<file path="src/sv/periodic_task_tick_scheduler_macros.svh">
// ----------------------------------------------------------------------------
// Assertion macros for the periodic task tick scheduler
// Concurrent checks sampled on clk and disabled while rst_n is low.
// ----------------------------------------------------------------------------
`ifndef PERIODIC_TASK_TICK_SCHEDULER_MACROS_SVH
`define PERIODIC_TASK_TICK_SCHEDULER_MACROS_SVH

// Check that an expression holds at every edge out of reset
`define PTTS_ASSERT_ALWAYS(label, expr, msg) \
    label: assert property (@(posedge clk) disable iff (!rst_n) (expr)) else $error(msg);

// Check a consequence in the same cycle
`define PTTS_ASSERT_IMPLY(label, ante, cons, msg) \
    label: assert property (@(posedge clk) disable iff (!rst_n) (ante) |-> (cons)) \
        else $error(msg);

// Check a consequence in the next cycle
`define PTTS_ASSERT_NEXT(label, ante, cons, msg) \
    label: assert property (@(posedge clk) disable iff (!rst_n) (ante) |=> (cons)) \
        else $error(msg);

`endif

</file>
<file path="src/sv/ptts_pkg.sv">
// ----------------------------------------------------------------------------
// ptts_pkg
// Beat types, table entry type and command and status codes of the scheduler.
// ----------------------------------------------------------------------------
`default_nettype none

package ptts_pkg;

    // Most firings reported for one tick
    localparam int MAX_RESULTS = 16;
    localparam int NW          = $clog2(MAX_RESULTS + 1);

    typedef logic [1:0] cmd_code_t;
    localparam cmd_code_t CMD_TICK   = 2'd0;
    localparam cmd_code_t CMD_ADD    = 2'd1;
    localparam cmd_code_t CMD_REMOVE = 2'd2;

    typedef logic [1:0] status_t;
    localparam status_t ST_OK        = 2'd0;
    localparam status_t ST_FULL      = 2'd1;
    localparam status_t ST_NOT_FOUND = 2'd2;
    localparam status_t ST_NONE_DUE  = 2'd3;

    typedef struct packed {
        logic [1:0]  command;
        logic [7:0]  task_id;
        logic [31:0] period;
        logic [7:0]  priority_req;
    } cmd_beat_t;

    typedef struct packed {
        logic [7:0] fired_id;
        logic [1:0] status;
        logic       last;
    } res_beat_t;

    typedef struct packed {
        logic [7:0]  id;
        logic [31:0] period;
        logic [31:0] countdown;
        logic [7:0]  prio;
    } entry_t;

    typedef struct packed {
        logic fire;
        logic prio_gt;
        logic id_match;
    } eval_flags_t;

endpackage

`default_nettype wire

</file>
<file path="src/sv/ptts_step_unit.sv">
// ----------------------------------------------------------------------------
// ptts_step_unit
// Shared compare and decrement unit applied to one table entry per cycle.
// ----------------------------------------------------------------------------
`default_nettype none

module ptts_step_unit (
    input  ptts_pkg::entry_t      entry,
    input  logic [7:0]            key_id,
    input  logic [7:0]            key_prio,
    output ptts_pkg::eval_flags_t flags,
    output logic [31:0]           countdown_next
);
    import ptts_pkg::*;

    logic [31:0] dec_operand;

    // Compare against the operation key
    assign flags.fire     = (entry.countdown == 32'd0);
    assign flags.prio_gt  = (entry.prio > key_prio);
    assign flags.id_match = (entry.id == key_id);

    // Reload from period minus one when due, else count down; saturate at zero
    assign dec_operand    = flags.fire ? entry.period : entry.countdown;
    assign countdown_next = (dec_operand == 32'd0) ? 32'd0 : dec_operand - 32'd1;

endmodule

`default_nettype wire

</file>
<file path="src/sv/periodic_task_tick_scheduler.sv">
// ----------------------------------------------------------------------------
// periodic_task_tick_scheduler
// Priority-sorted periodic task table walked one entry per cycle; ticks may stall.
// ----------------------------------------------------------------------------
// Usage:
//   cmd channel (cmd_valid / cmd_stall / cmd_data) takes one command beat:
//   tick, add task or remove task. cmd_stall is high while a command is being
//   worked on; the block takes one command at a time.
//   res channel (res_valid / res_stall / res_data) gives the result beats of
//   a command; the final beat of each command carries last = 1. A tick gives
//   one beat per reported firing in table order, or one none-due beat.
//   A command that is not rejected walks the table through one memory read
//   port, one entry per cycle, except while a tick halts for the receiver.
//   A finished beat sits in the output register while the next command is
//   taken. When the receiver stalls, the walk halts on the next firing that
//   must be reported and resumes once the output register frees up.
//   Reset clears the entry count and all control state; table contents are
//   not cleared and are only read below the entry count.
// ----------------------------------------------------------------------------
`default_nettype none

`include "periodic_task_tick_scheduler_macros.svh"

module periodic_task_tick_scheduler #(
    parameter int TASKS = 16
) (
    input  logic                clk,
    input  logic                rst_n,
    input  logic                cmd_valid,
    output logic                cmd_stall,
    input  ptts_pkg::cmd_beat_t cmd_data,
    output logic                res_valid,
    input  logic                res_stall,
    output ptts_pkg::res_beat_t res_data
);
    import ptts_pkg::*;

    localparam int AW = $clog2(TASKS);
    localparam int CW = $clog2(TASKS + 1);

    localparam logic [2:0] S_IDLE      = 3'd0;
    localparam logic [2:0] S_TICK      = 3'd1;
    localparam logic [2:0] S_ADD       = 3'd2;
    localparam logic [2:0] S_PUT       = 3'd3;
    localparam logic [2:0] S_REM_SCAN  = 3'd4;
    localparam logic [2:0] S_REM_SHIFT = 3'd5;
    localparam logic [2:0] S_FINAL     = 3'd6;

    logic [2:0]    state_reg, state_next;
    logic [CW-1:0] count_reg, count_next;
    logic [AW-1:0] idx_reg, idx_next;
    logic [NW-1:0] n_reg, n_next;
    logic          pend_valid_reg, pend_valid_next;
    logic [7:0]    pend_id_reg, pend_id_next;
    status_t       fin_status_reg, fin_status_next;
    logic [7:0]    key_id_reg, key_id_next;
    logic [31:0]   key_period_reg, key_period_next;
    logic [7:0]    key_prio_reg, key_prio_next;
    logic          res_valid_reg;
    res_beat_t     res_data_reg;

    // Table memory with one write and one registered read port
    entry_t        table_mem [TASKS];
    entry_t        rd_data_reg;
    logic          mem_we;
    logic [AW-1:0] mem_wa;
    entry_t        mem_wd;
    logic          mem_re;
    logic [AW-1:0] mem_ra;

    eval_flags_t   flags;
    logic [31:0]   countdown_next;
    logic          can_emit;
    logic          emit;
    res_beat_t     emit_beat;
    entry_t        new_entry;
    logic [CW-1:0] idx_ext, idx_p1, idx_p2;

    ptts_step_unit u_step (
        .entry          (rd_data_reg),
        .key_id         (key_id_reg),
        .key_prio       (key_prio_reg),
        .flags          (flags),
        .countdown_next (countdown_next)
    );

    assign cmd_stall = (state_reg != S_IDLE);
    assign res_valid = res_valid_reg;
    assign res_data  = res_data_reg;
    assign can_emit  = !res_valid_reg || !res_stall;

    assign idx_ext = CW'(idx_reg);
    assign idx_p1  = idx_ext + CW'(1);
    assign idx_p2  = idx_ext + CW'(2);

    assign new_entry.id        = key_id_reg;
    assign new_entry.period    = key_period_reg;
    assign new_entry.countdown = key_period_reg;
    assign new_entry.prio      = key_prio_reg;

    // Sequence the table walk
    always_comb
    begin
        state_next      = state_reg;
        count_next      = count_reg;
        idx_next        = idx_reg;
        n_next          = n_reg;
        pend_valid_next = pend_valid_reg;
        pend_id_next    = pend_id_reg;
        fin_status_next = fin_status_reg;
        key_id_next     = key_id_reg;
        key_period_next = key_period_reg;
        key_prio_next   = key_prio_reg;
        mem_we          = 1'b0;
        mem_wa          = idx_reg;
        mem_wd          = rd_data_reg;
        mem_re          = 1'b0;
        mem_ra          = idx_reg;
        emit            = 1'b0;
        emit_beat       = '0;

        case (state_reg)
            S_IDLE:
            begin
                if (cmd_valid)
                begin
                    key_id_next     = cmd_data.task_id;
                    key_period_next = cmd_data.period;
                    key_prio_next   = cmd_data.priority_req;
                    n_next          = '0;
                    pend_valid_next = 1'b0;
                    case (cmd_data.command)
                        CMD_TICK:
                        begin
                            if (count_reg == '0)
                            begin
                                fin_status_next = ST_NONE_DUE;
                                state_next      = S_FINAL;
                            end
                            else
                            begin
                                mem_re     = 1'b1;
                                mem_ra     = '0;
                                idx_next   = '0;
                                state_next = S_TICK;
                            end
                        end
                        CMD_ADD:
                        begin
                            if (count_reg == CW'(TASKS))
                            begin
                                fin_status_next = ST_FULL;
                                state_next      = S_FINAL;
                            end
                            else if (count_reg == '0)
                            begin
                                idx_next   = '0;
                                state_next = S_PUT;
                            end
                            else
                            begin
                                mem_re     = 1'b1;
                                mem_ra     = AW'(count_reg - CW'(1));
                                idx_next   = AW'(count_reg);
                                state_next = S_ADD;
                            end
                        end
                        CMD_REMOVE:
                        begin
                            if (count_reg == '0)
                            begin
                                fin_status_next = ST_NOT_FOUND;
                                state_next      = S_FINAL;
                            end
                            else
                            begin
                                mem_re     = 1'b1;
                                mem_ra     = '0;
                                idx_next   = '0;
                                state_next = S_REM_SCAN;
                            end
                        end
                        default:
                        begin
                            state_next = S_IDLE;
                        end
                    endcase
                end
            end

            S_TICK:
            begin
                // Hold when a firing must push out a pending beat that cannot leave
                if (!(flags.fire && n_reg < NW'(MAX_RESULTS) && pend_valid_reg && !can_emit))
                begin
                    mem_we           = 1'b1;
                    mem_wd.countdown = countdown_next;
                    if (flags.fire && n_reg < NW'(MAX_RESULTS))
                    begin
                        if (pend_valid_reg)
                        begin
                            emit               = 1'b1;
                            emit_beat.fired_id = pend_id_reg;
                            emit_beat.status   = ST_OK;
                            emit_beat.last     = 1'b0;
                        end
                        pend_valid_next = 1'b1;
                        pend_id_next    = rd_data_reg.id;
                        n_next          = n_reg + NW'(1);
                    end
                    if (idx_p1 == count_reg)
                    begin
                        fin_status_next = ST_NONE_DUE;
                        state_next      = S_FINAL;
                    end
                    else
                    begin
                        mem_re   = 1'b1;
                        mem_ra   = AW'(idx_p1);
                        idx_next = AW'(idx_p1);
                    end
                end
            end

            S_ADD:
            begin
                // Shift larger priorities up one slot, then drop the new task in
                mem_we = 1'b1;
                if (flags.prio_gt)
                begin
                    idx_next = idx_reg - AW'(1);
                    if (idx_reg == AW'(1))
                    begin
                        state_next = S_PUT;
                    end
                    else
                    begin
                        mem_re = 1'b1;
                        mem_ra = idx_reg - AW'(2);
                    end
                end
                else
                begin
                    mem_wd          = new_entry;
                    count_next      = count_reg + CW'(1);
                    fin_status_next = ST_OK;
                    state_next      = S_FINAL;
                end
            end

            S_PUT:
            begin
                mem_we          = 1'b1;
                mem_wd          = new_entry;
                count_next      = count_reg + CW'(1);
                fin_status_next = ST_OK;
                state_next      = S_FINAL;
            end

            S_REM_SCAN:
            begin
                if (flags.id_match)
                begin
                    if (idx_p1 == count_reg)
                    begin
                        count_next      = count_reg - CW'(1);
                        fin_status_next = ST_OK;
                        state_next      = S_FINAL;
                    end
                    else
                    begin
                        mem_re     = 1'b1;
                        mem_ra     = AW'(idx_p1);
                        state_next = S_REM_SHIFT;
                    end
                end
                else if (idx_p1 == count_reg)
                begin
                    fin_status_next = ST_NOT_FOUND;
                    state_next      = S_FINAL;
                end
                else
                begin
                    mem_re   = 1'b1;
                    mem_ra   = AW'(idx_p1);
                    idx_next = AW'(idx_p1);
                end
            end

            S_REM_SHIFT:
            begin
                // Close the gap one entry at a time
                mem_we   = 1'b1;
                idx_next = AW'(idx_p1);
                if (idx_p2 == count_reg)
                begin
                    count_next      = count_reg - CW'(1);
                    fin_status_next = ST_OK;
                    state_next      = S_FINAL;
                end
                else
                begin
                    mem_re = 1'b1;
                    mem_ra = AW'(idx_p2);
                end
            end

            S_FINAL:
            begin
                if (can_emit)
                begin
                    emit = 1'b1;
                    if (pend_valid_reg)
                    begin
                        emit_beat.fired_id = pend_id_reg;
                        emit_beat.status   = ST_OK;
                    end
                    else
                    begin
                        emit_beat.fired_id = 8'd0;
                        emit_beat.status   = fin_status_reg;
                    end
                    emit_beat.last  = 1'b1;
                    pend_valid_next = 1'b0;
                    state_next      = S_IDLE;
                end
            end

            default:
            begin
                state_next = S_IDLE;
            end
        endcase
    end

    // Advance control state
    always_ff @(posedge clk or negedge rst_n)
    begin
        if (!rst_n)
        begin
            state_reg      <= S_IDLE;
            count_reg      <= '0;
            idx_reg        <= '0;
            n_reg          <= '0;
            pend_valid_reg <= 1'b0;
            res_valid_reg  <= 1'b0;
        end
        else
        begin
            state_reg      <= state_next;
            count_reg      <= count_next;
            idx_reg        <= idx_next;
            n_reg          <= n_next;
            pend_valid_reg <= pend_valid_next;
            if (emit)
            begin
                res_valid_reg <= 1'b1;
            end
            else if (!res_stall)
            begin
                res_valid_reg <= 1'b0;
            end
        end
    end

    // Hold payload registers
    always_ff @(posedge clk)
    begin
        pend_id_reg    <= pend_id_next;
        fin_status_reg <= fin_status_next;
        key_id_reg     <= key_id_next;
        key_period_reg <= key_period_next;
        key_prio_reg   <= key_prio_next;
        if (emit)
        begin
            res_data_reg <= emit_beat;
        end
    end

    // Table memory ports
    always_ff @(posedge clk)
    begin
        if (mem_we)
        begin
            table_mem[mem_wa] <= mem_wd;
        end
        if (mem_re)
        begin
            rd_data_reg <= table_mem[mem_ra];
        end
    end

    // Checks on the sequencer
    `PTTS_ASSERT_ALWAYS(a_count_bound, count_reg <= CW'(TASKS), "entry count exceeds table size")
    `PTTS_ASSERT_IMPLY(a_write_busy, mem_we, state_reg != S_IDLE && state_reg != S_FINAL, "table written outside a walk")
    `PTTS_ASSERT_NEXT(a_full_add, cmd_valid && !cmd_stall && cmd_data.command == CMD_ADD && count_reg == CW'(TASKS), state_reg == S_FINAL && fin_status_reg == ST_FULL && count_reg == CW'(TASKS), "add on full table not rejected")
    `PTTS_ASSERT_NEXT(a_idle_count, state_reg == S_IDLE, count_reg == $past(count_reg), "entry count moved while idle")

endmodule

`default_nettype wire

</file>
<file path="config.mk">
export PLATFORM = sky130hd
export DESIGN_NAME = periodic_task_tick_scheduler
export DESIGN_NICKNAME = d
export VERILOG_FILES = /design/src/sv/ptts_pkg.sv /design/src/sv/ptts_step_unit.sv /design/src/sv/periodic_task_tick_scheduler.sv
export VERILOG_INCLUDE_DIRS = /design/src /design/src/sv
export SDC_FILE = /design/constraint.sdc
export NUM_CORES = 1
export LEC_CHECK = 0
export BUFFER_PORTS_ARGS = -buffer_cell sky130_fd_sc_hd__buf_2
export CAP_MARGIN = 0
export CORE_MARGIN = 2
export CORE_UTILIZATION = 40
export DETAILED_ROUTE_END_ITERATION = 6
export GPL_TIMING_DRIVEN = 0
export PLACE_DENSITY = 0.61
export SKIP_LAST_GASP = 1
export SLEW_MARGIN = 40
export SYNTH_ARGS = -nofsm -noshare
export SYNTH_HDL_FRONTEND = slang
export SYNTH_SLANG_ARGS = --single-unit
</file>
<file path="constraint.sdc">
create_clock -name clk -period 10.5 [get_ports clk]
set_input_delay 3.15 -clock clk [delete_from_list [all_inputs] [get_ports clk]]
set_output_delay 3.15 -clock clk [all_outputs]
set_load 0.05 [all_outputs]
</file>
# Word level (Yosys, flattened, before mapping)
# Memories as Yosys holds them, arrays and structs flattened. A register that Yosys moved wholly into a read port is not among the register bits.
# Cells that the tools add are included.
# classes
order_cmp	2
add_sub_neg	8
muxes	94
n_bitwise	1
eq_ne	32
reduce_logical	28
# ops
cell	count
32-bit 2-to-1 mux	3
32-bit one-hot mux with 3 select lines	1
80-bit 2-to-1 mux	1
40-bit one-hot mux with 2 select lines	1
32-bit logical NOT	2
4-bit 2-to-1 mux	14
11-bit 2-to-1 mux	4
4-bit one-hot mux with 5 select lines	2
5-bit 2-to-1 mux	7
32-bit by 1-bit subtractor with 32-bit output (second input constant)	1
3-bit 2-to-1 mux	10
2-bit 2-to-1 mux	13
1-bit 2-to-1 mux	22
2-bit inequality test (second input constant)	11
11-bit one-hot mux with 2 select lines	1
3-bit one-hot mux with 7 select lines	1
5-bit one-hot mux with 4 select lines	1
4-bit one-hot mux with 2 select lines	2
8-bit one-hot mux with 2 select lines	1
3-bit inequality test (second input constant)	5
5-bit AND reduction	3
2-bit one-hot mux with 6 select lines	1
11-bit AND reduction	1
5-bit by 1-bit adder with 5-bit output (second input constant)	2
44 further kinds	55
# word_totals
mem_count	1
out_inout_bits	13
ram_bits	1280
regBits	88
input_bits	54
# mem_list
name	words	width	read_ports	rd_ports_with_merged_regs	write_ports	line_no	text
table_mem	16	80	1	1	1	periodic_task_tick_scheduler.sv:63	entry_t table_mem [TASKS];

# Longest topological paths before layout
# Gate-level depths: netlist of run 1.
# logic_depth
word_depth	8
mapped_depth	18
mapped_depth_nobuf	12

# Hierarchy
# Synthesis of run 1 repeated with hierarchy kept, for this count alone.
# unflattened
hier_cells	3030
hier_area_um2	57914.3
# modules_own_cells
module	seq_area_each_um2	cells_each	instances	area_per_inst_um2
periodic_task_tick_scheduler	43386.6	2708	1	55881.1
ptts_step_unit	0.0	322	1	2033.2

# Worst setup path after synthesis of run 1
# OpenSTA, ideal clock, no wires.
# synth_path
path_type	in2reg
start	input res_stall
end	memory table_mem[3][0] (netlist name) (enable)
arrival_time_ns	9.448
path_slack_ns	0.435
path_stages	6
path_buffers	0
setup_time_ns	0.616
path_cell_list	and4b_1 nand4_1 o21ai_0 o21ai_0 nand2_1 nor3_1
# synth_between
elab_chain_cells	8
# synth_rtl
element	line_no	text
start, declared	periodic_task_tick_scheduler.sv:33	input logic res_stall,
1-bit logical NOT	--	
1-bit logical OR	periodic_task_tick_scheduler.sv:90	assign can_emit = !res_valid_reg || !res_stall;
1-bit logical NOT	periodic_task_tick_scheduler.sv:194	if (!(flags.fire && n_reg < NW'(MAX_RESULTS) && pend_valid_reg && !can_emit))
1-bit logical AND	periodic_task_tick_scheduler.sv:194	
1-bit 2-to-1 mux	periodic_task_tick_scheduler.sv:194	
1-bit one-hot mux with 2 select lines	periodic_task_tick_scheduler.sv:122	case (state_reg)
1-bit 2-to-1 mux	periodic_task_tick_scheduler.sv:383	if (mem_we)
1-bit 2-to-1 mux (not written as such)	periodic_task_tick_scheduler.sv:385	table_mem[mem_wa] <= mem_wd;
end, declared	periodic_task_tick_scheduler.sv:63	
# Every way passes these cells.

==> metrics.txt, run 1 <==
clock net sink count around 1400; Hold Worst Slack 505.6 ps; Worst-Margin Slew 861.6 ps; die width 389.1 µm; Post-CTS Resized 0; cell taking the most area after synthesis edfxtp_1; hold path endpoint pend_id_reg[0]$_DFFE_PP_; CTS Buf Count 147; Critical Path Fanout Max 16; Post-CTS Repair Setup Buffers 0; setup TNS 0 ps; cell chain of the critical path nor4_1 -> nand4_1 -> nor3_4 -> clkbuf_1 -> clkbuf_1 -> clkbuf_1 -> clkbuf_1 -> a21oi_1 -> ha_1 -> o211a_1 -> and3_1 -> clkbuf_1 -> nand3_1 -> o211ai_1 -> clkbuf_2 -> clkbuf_2 -> o22ai_2; Reg-to-Reg End table_mem[8][33]$_DFFE_PP_; DRT iter0 DRCs 3743; Post-synth EDFFs 1429; Worst setup SP type register; Die Ht 389.1 µm; CTS Hold Bufs 0; root buf cell clkbuf_16; commonest cells in the netlist edfxtp_1 (1429), mux2i_1 (483), nand2_1 (365), o21ai_0 (213), mux2_2 (161); post-route ant nets 0; starting density of the core 0.4022; hold violation count in the final report 0; M2 GR Usage 0.3274; first-pass GRT wire length around 240000 µm; initial antenna violation count 6; worst reg2reg path depth 17; Cell Rows 141; post-layout util 0.4693; CTS tree built; YS warnings 0; syn avg cell area 16.19 µm²; cell mode on critical path clkbuf_1; drt drc 0; total number of vias about 35000; Global Route Usage Sum 0.2176; Placer Congestion 0.9624; Worst EP arrival 8490 ps; top cells by area, synth edfxtp_1 (72%), mux2i_1 (8.1%), mux2_2 (3.1%), nand2_1 (2.3%), o21ai_0 (1.8%); worst setup margin 2485 ps; area share of the largest cell type after synthesis 0.7233; Final Cycle Share 0.7633; Clock Latency Late Sink 800 ps; via/cell ratio 5.703; RSZ-0062 raised after global routing false; synthesis-to-layout area growth 16.68%; pre-CTS setup slack 2337 ps; fillers roughly 13000; Mapped Nets 3739; vias in the first global route roughly 34000; Routed wire per std cell 27.15 µm; final setup vio count 0; Hold WC Path Type reg -> reg; Slowest Stage Delay on Critical Path 760 ps; Main synth FF type edfxtp_1; Crit Path Class reg -> reg; Worst-path clk slew 60 ps; Synth Instances roughly 3700; CP Capture Type register; gr ovfl total 0; Multi-input gate area 15090 µm²; layout cells sized above 1 0.1870; max_slew headroom 0.4256; H-tree level count 4; Die ar. 151400 µm²; number of port buffers 65; min Tclk post-route 8015 ps; grt met3 use 0.04050; io pins between 60 and 70; core area 147500 µm²; share of flip-flops with an asynchronous set or reset 0.01312; Final Max Slew Viols 0; Post-Route WL around 170000 µm; Hold Crit Start rd_data_reg[72]$_DFFE_PP_; f_max 124.8 MHz; count leader, synth edfxtp_1; clock tree buffer depth 3; Post-Syn Area 59320 µm²; r2r startpoint rd_data_reg[23]$_DFFE_PP_; hold-critical path depth 0; post-DP HPWL 115600 µm; Cell variety after synth roughly 80; met1 usage 0.3161; CP max-delay cell o22ai_2; register-to-register setup slack 2490 ps; Register Area 43390 µm²; clk_skew 37.47 ps; Total Nets Final a little over 4000; register area share after synthesis 0.7313; GRT busiest layer met2; Worst Path Required 10970 ps; pin count of the biggest net entering global routing 38; # Max-Cap Violations 0; post-synthesis register bit count roughly 1400; outcome complete, no violations; Largest register FFs 1280; First-pass DRT Iterations 7
[metrics by stage]
step	cells	instance area, µm²
after floorplan	3665	59320
after global placement	5660	62060
after detailed placement	5851	64600
after CTS	6117	69190
after global routing	6118	69210
final	6121	69220
[cell families after synthesis]
group           count (synthesis)  synth area share
buf+inv                       239           0.01972
flops                        1448            0.7313
fa+ha+maj                      20          0.004218
simple gates                  602           0.04554
compound gates                662           0.07945
xor+xnor                       49          0.007487
mux                           645            0.1122
[area by class of cell]
type,instances,area share
Sequential cell,1448,0.6268
Multi-Input combinational cell,1978,0.2180
Clock buffer,191,0.05615
Timing Repair Buffer,257,0.03673
Tap cell,1930,0.03489
Buffer,207,0.01533
Clock inverter,75,0.01023
Inverter,32,0.001735
Antenna cell,3,0.0001085
[layout by cell type (no fill, tap or decap), types with 46 or more instances in the layout]
master,count
edfxtp_1,1429
o221ai_1,83
a21oi_1,73
o22a_1,80
nand2_1,365
buf_2,172
buf_8,46
mux2i_1,483
clkbuf_1,131
mux2_2,161
clkbuf_16,149
nor2_1,71
a221o_1,84
o21ai_0,200
buf_4,94
[critical path: cells and delay by family, from the launching register on]
family | cells | cell delay, ps
DFF | 1 | 520
AOI/OAI and AO/OA | 4 | 1370
buffers and inverters | 7 | 3510
adders and majority gates | 1 | 250
and+or+nand+nor | 5 | 1990
[metal layers]
layer / part of all wire / vias up
met1: 0.44 / 17920
li1: - / 15280
met4: 0.033 / 0
met3: 0.078 / 265
met2: 0.45 / 1442
met5: 0 / -
[worst max-delay path by stage]
stage / start / to / slack [ps] / depth (start not counted)
floorplan: res_stall / table_mem[3][0]$_DFFE_PP_ / 440 / 6
global placement: res_stall / table_mem[3][43]$_DFFE_PP_ / -5390 / 7
detailed placement: cmd_data[48] / rd_data_reg[75]$_DFFE_PP_ / 2340 / 13
CTS: rd_data_reg[23]$_DFFE_PP_ / table_mem[8][33]$_DFFE_PP_ / 2660 / 17
global route: rd_data_reg[23]$_DFFE_PP_ / table_mem[8][33]$_DFFE_PP_ / 2180 / 17
finish: rd_data_reg[23]$_DFFE_PP_ / table_mem[8][33]$_DFFE_PP_ / 2490 / 17
Power of run 1 is not shown: default switching activity piles up to over one toggle a cycle in this logic, so the estimate is an artifact.
==> run 2: changes to the inputs <==
--- a/config.mk
+++ b/config.mk
@@ -12,7 +12,7 @@
 export CORE_UTILIZATION = 40
 export DETAILED_ROUTE_END_ITERATION = 6
 export GPL_TIMING_DRIVEN = 0
-export PLACE_DENSITY = 0.61
+export PLACE_DENSITY = 0.63
 export SKIP_LAST_GASP = 1
 export SLEW_MARGIN = 40
 export SYNTH_ARGS = -nofsm -noshare
==> constraint.sdc (replaced) <==
create_clock -name clk -period 7.34 [get_ports clk]
set_input_delay 2.202 -clock clk [delete_from_list [all_inputs] [get_ports clk]]
set_output_delay 2.202 -clock clk [all_outputs]
set_load 0.05 [all_outputs]
==> metrics.txt, run 2 (synthesis gave the netlist of run 1 again) <==
outcome complete, no violations; CTS Buf Count 146 (-0.68%); First-pass DRT Iterations 6 (-1); Cell Rows 141 (unchanged); critical path's top delay family buffers and inverters; synthesis-to-layout area growth 16.95%; Crit Path Class reg -> reg; CP Capture Type register; clock net sink count 1448 (unchanged); clk_skew 36.33 ps (-1.149 ps); Critical Path Fanout Max 16 (unchanged); clock tree buffer depth 3 (unchanged); Worst EP arrival 7570 ps (-920 ps); register-to-register setup slack 270 ps (-2210 ps); critical path depth 17 (unchanged); H-tree level count 4 (unchanged); CP max-delay cell nor3_4; Hold Crit Start pend_id_reg[5]$_DFFE_PP_; Die ar. 151400 µm² (unchanged); Placer Congestion 0.9428 (-2.0%); vias in the first global route 33910 (-0.31%); first-pass GRT wire length 235900 µm (-1.5%); root buf cell clkbuf_16; Setup crit start rd_data_reg[23]$_DFFE_PP_; # Max-Cap Violations 0 (unchanged); io pins 67 (unchanged); cell chain of the critical path nor4_1 -> nand4_1 -> nor3_4 -> clkbuf_2 -> clkbuf_2 -> clkbuf_1 -> clkbuf_2 -> a21oi_1 -> ha_1 -> o211a_1 -> and3_1 -> clkbuf_1 -> nand3_1 -> o211ai_1 -> clkbuf_2 -> clkbuf_2 -> o221ai_4; f_max 141.5 MHz (+13%); hold violation count in the final report 0 (unchanged); die width 389.1 µm (unchanged); max_slew headroom 0.4080 (-0.01755); Worst setup SP type register; gr ovfl total 0 (unchanged); Clock Latency Late Sink 790 ps (about the same); worst setup margin 271.8 ps (-2213 ps); pin count of the biggest net entering global routing 42 (+11%); most common cell after layout, fill and taps aside edfxtp_1; pre-CTS setup slack -446.5 ps (-2784 ps); Total Nets Final 4117 (-0.68%); number of port buffers 65 (unchanged); post-DP HPWL 113500 µm (-1.8%); Final Max Slew Viols 0 (unchanged); cell mode on critical path clkbuf_2; Die Ht 389.1 µm (unchanged); final setup vio count 0 (unchanged); Worst Path Required 7840 ps (-3130 ps); commonest cells after routing, fill and taps aside edfxtp_1 (1429), mux2i_1 (483), nand2_1 (365), o21ai_0 (200), mux2_2 (161); Hold WC Path Type reg -> reg; starting density of the core 0.4022 (unchanged); fillers 12520 (-0.77%); initial antenna violation count 3 (-3); Largest register FFs 1280 (unchanged); Final Cycle Share 0.9630 (+0.1996); Hold Worst Slack 517.8 ps (+12.22 ps); layout cells sized above 1 0.1847 (-0.002233); Worst-path clk slew 60 ps (about the same); DRT iter0 DRCs 3398 (-9.2%); Global Route Usage Sum 0.2133 (-0.004350); hold-critical path depth 1 (+1); core area 147500 µm² (unchanged); total number of vias 34560 (-1.0%); Routed wire per std cell 26.87 µm (-1.0%); worst reg2reg path depth 17 (unchanged); CTS tree built; r2r startpoint rd_data_reg[23]$_DFFE_PP_; RSZ-0062 raised after global routing false; drt drc 0 (unchanged); Worst-Margin Slew 887.9 ps (+26.33 ps); Slowest Stage Delay on Critical Path 580 ps (-180 ps); Post-Route WL 163500 µm (-1.6%); min Tclk post-route 7068 ps (-946.7 ps); post-route ant nets 0 (unchanged); via/cell ratio 5.680 (-0.40%); Buf/Inv on CP 7 (unchanged)
-- run 2: cell count changes in the layout (fill, tap and decap cells not counted), moves of 4 or more --
cell,delta
buf_2,-25
clkbuf_1,-16
buf_8,+4
clkinv_1,-4
buf_6,+22
clkinv_2,+7
buf_16,+6
nor3_4,+5
nor3_2,-5
buf_4,-36
-- run 2: routing by layer --
metal,vias up,share of wire,track usage
met5,-,0,0
met4,0,0.033,0.07646
met3,255,0.074,0.03952
met2,1278,0.46,0.3296
met1,17790,0.44,0.3018
li1,15240,-,-
-- run 2: worst paths after layout --
path                                         endpoint
hold / removal                  res_data[8]$_DFFE_PP_
max in group asynchronous    state_reg[0]$_DFFE_PN0P_
setup / recovery           table_mem[8][29]$_DFFE_PP_
min in group asynchronous    count_reg[1]$_DFFE_PN0P_
setup reg to reg           table_mem[8][29]$_DFFE_PP_
hold reg to reg                 res_data[8]$_DFFE_PP_
-- run 2: cell type report --
class | instances | area (µm²) | area share
clock buffers | 178 | 3837 | 0.05531
well taps | 1930 | 2415 | 0.03481
clock inverters | 79 | 726.9 | 0.01048
repair buffers | 230 | 2660 | 0.03834
multi-input cells | 1978 | 15160 | 0.2186
plain buffers | 207 | 1065 | 0.01535
diodes | 2 | 5.005 | 0.00007214
inverters | 32 | 120.1 | 0.001731
flip-flops and latches | 1448 | 43390 | 0.6254
-- run 2: stage by stage --
step                std cells  cell area (µm²)   TNS, ps    util
floorplan                3665            59350         0       -
global placement         5660            62090  -5165380  0.4210
detailed placement       5821            64700    -35740  0.4387
CTS                      6080            69300         0  0.4699
global route             6082            69370         0  0.4704
finish                   6084            69380         0  0.4704
-- run 2: what timing repair did --
item	in CTS	in global routing
pin swaps	1	1
gates resized for setup	2	4
hold buffers	0	0
buffers inserted	2	1
hold endpoints to repair	0	0
setup endpoints to repair	149	102
cloned	0	0
-- run 2: worst register-to-register path: stages, from the launching register on --
cell	delay [ps]
edfxtp_1	520
nor4_1	490
nand4_1	420
nor3_4	580
clkbuf_2	410
clkbuf_2	390
clkbuf_1	570
clkbuf_2	490
a21oi_1	140
ha_1	230
o211a_1	160
and3_1	150
clkbuf_1	220
nand3_1	230
o211ai_1	310
clkbuf_2	450
clkbuf_2	460
o221ai_4	560
Power of run 2 is left out for the same reason.
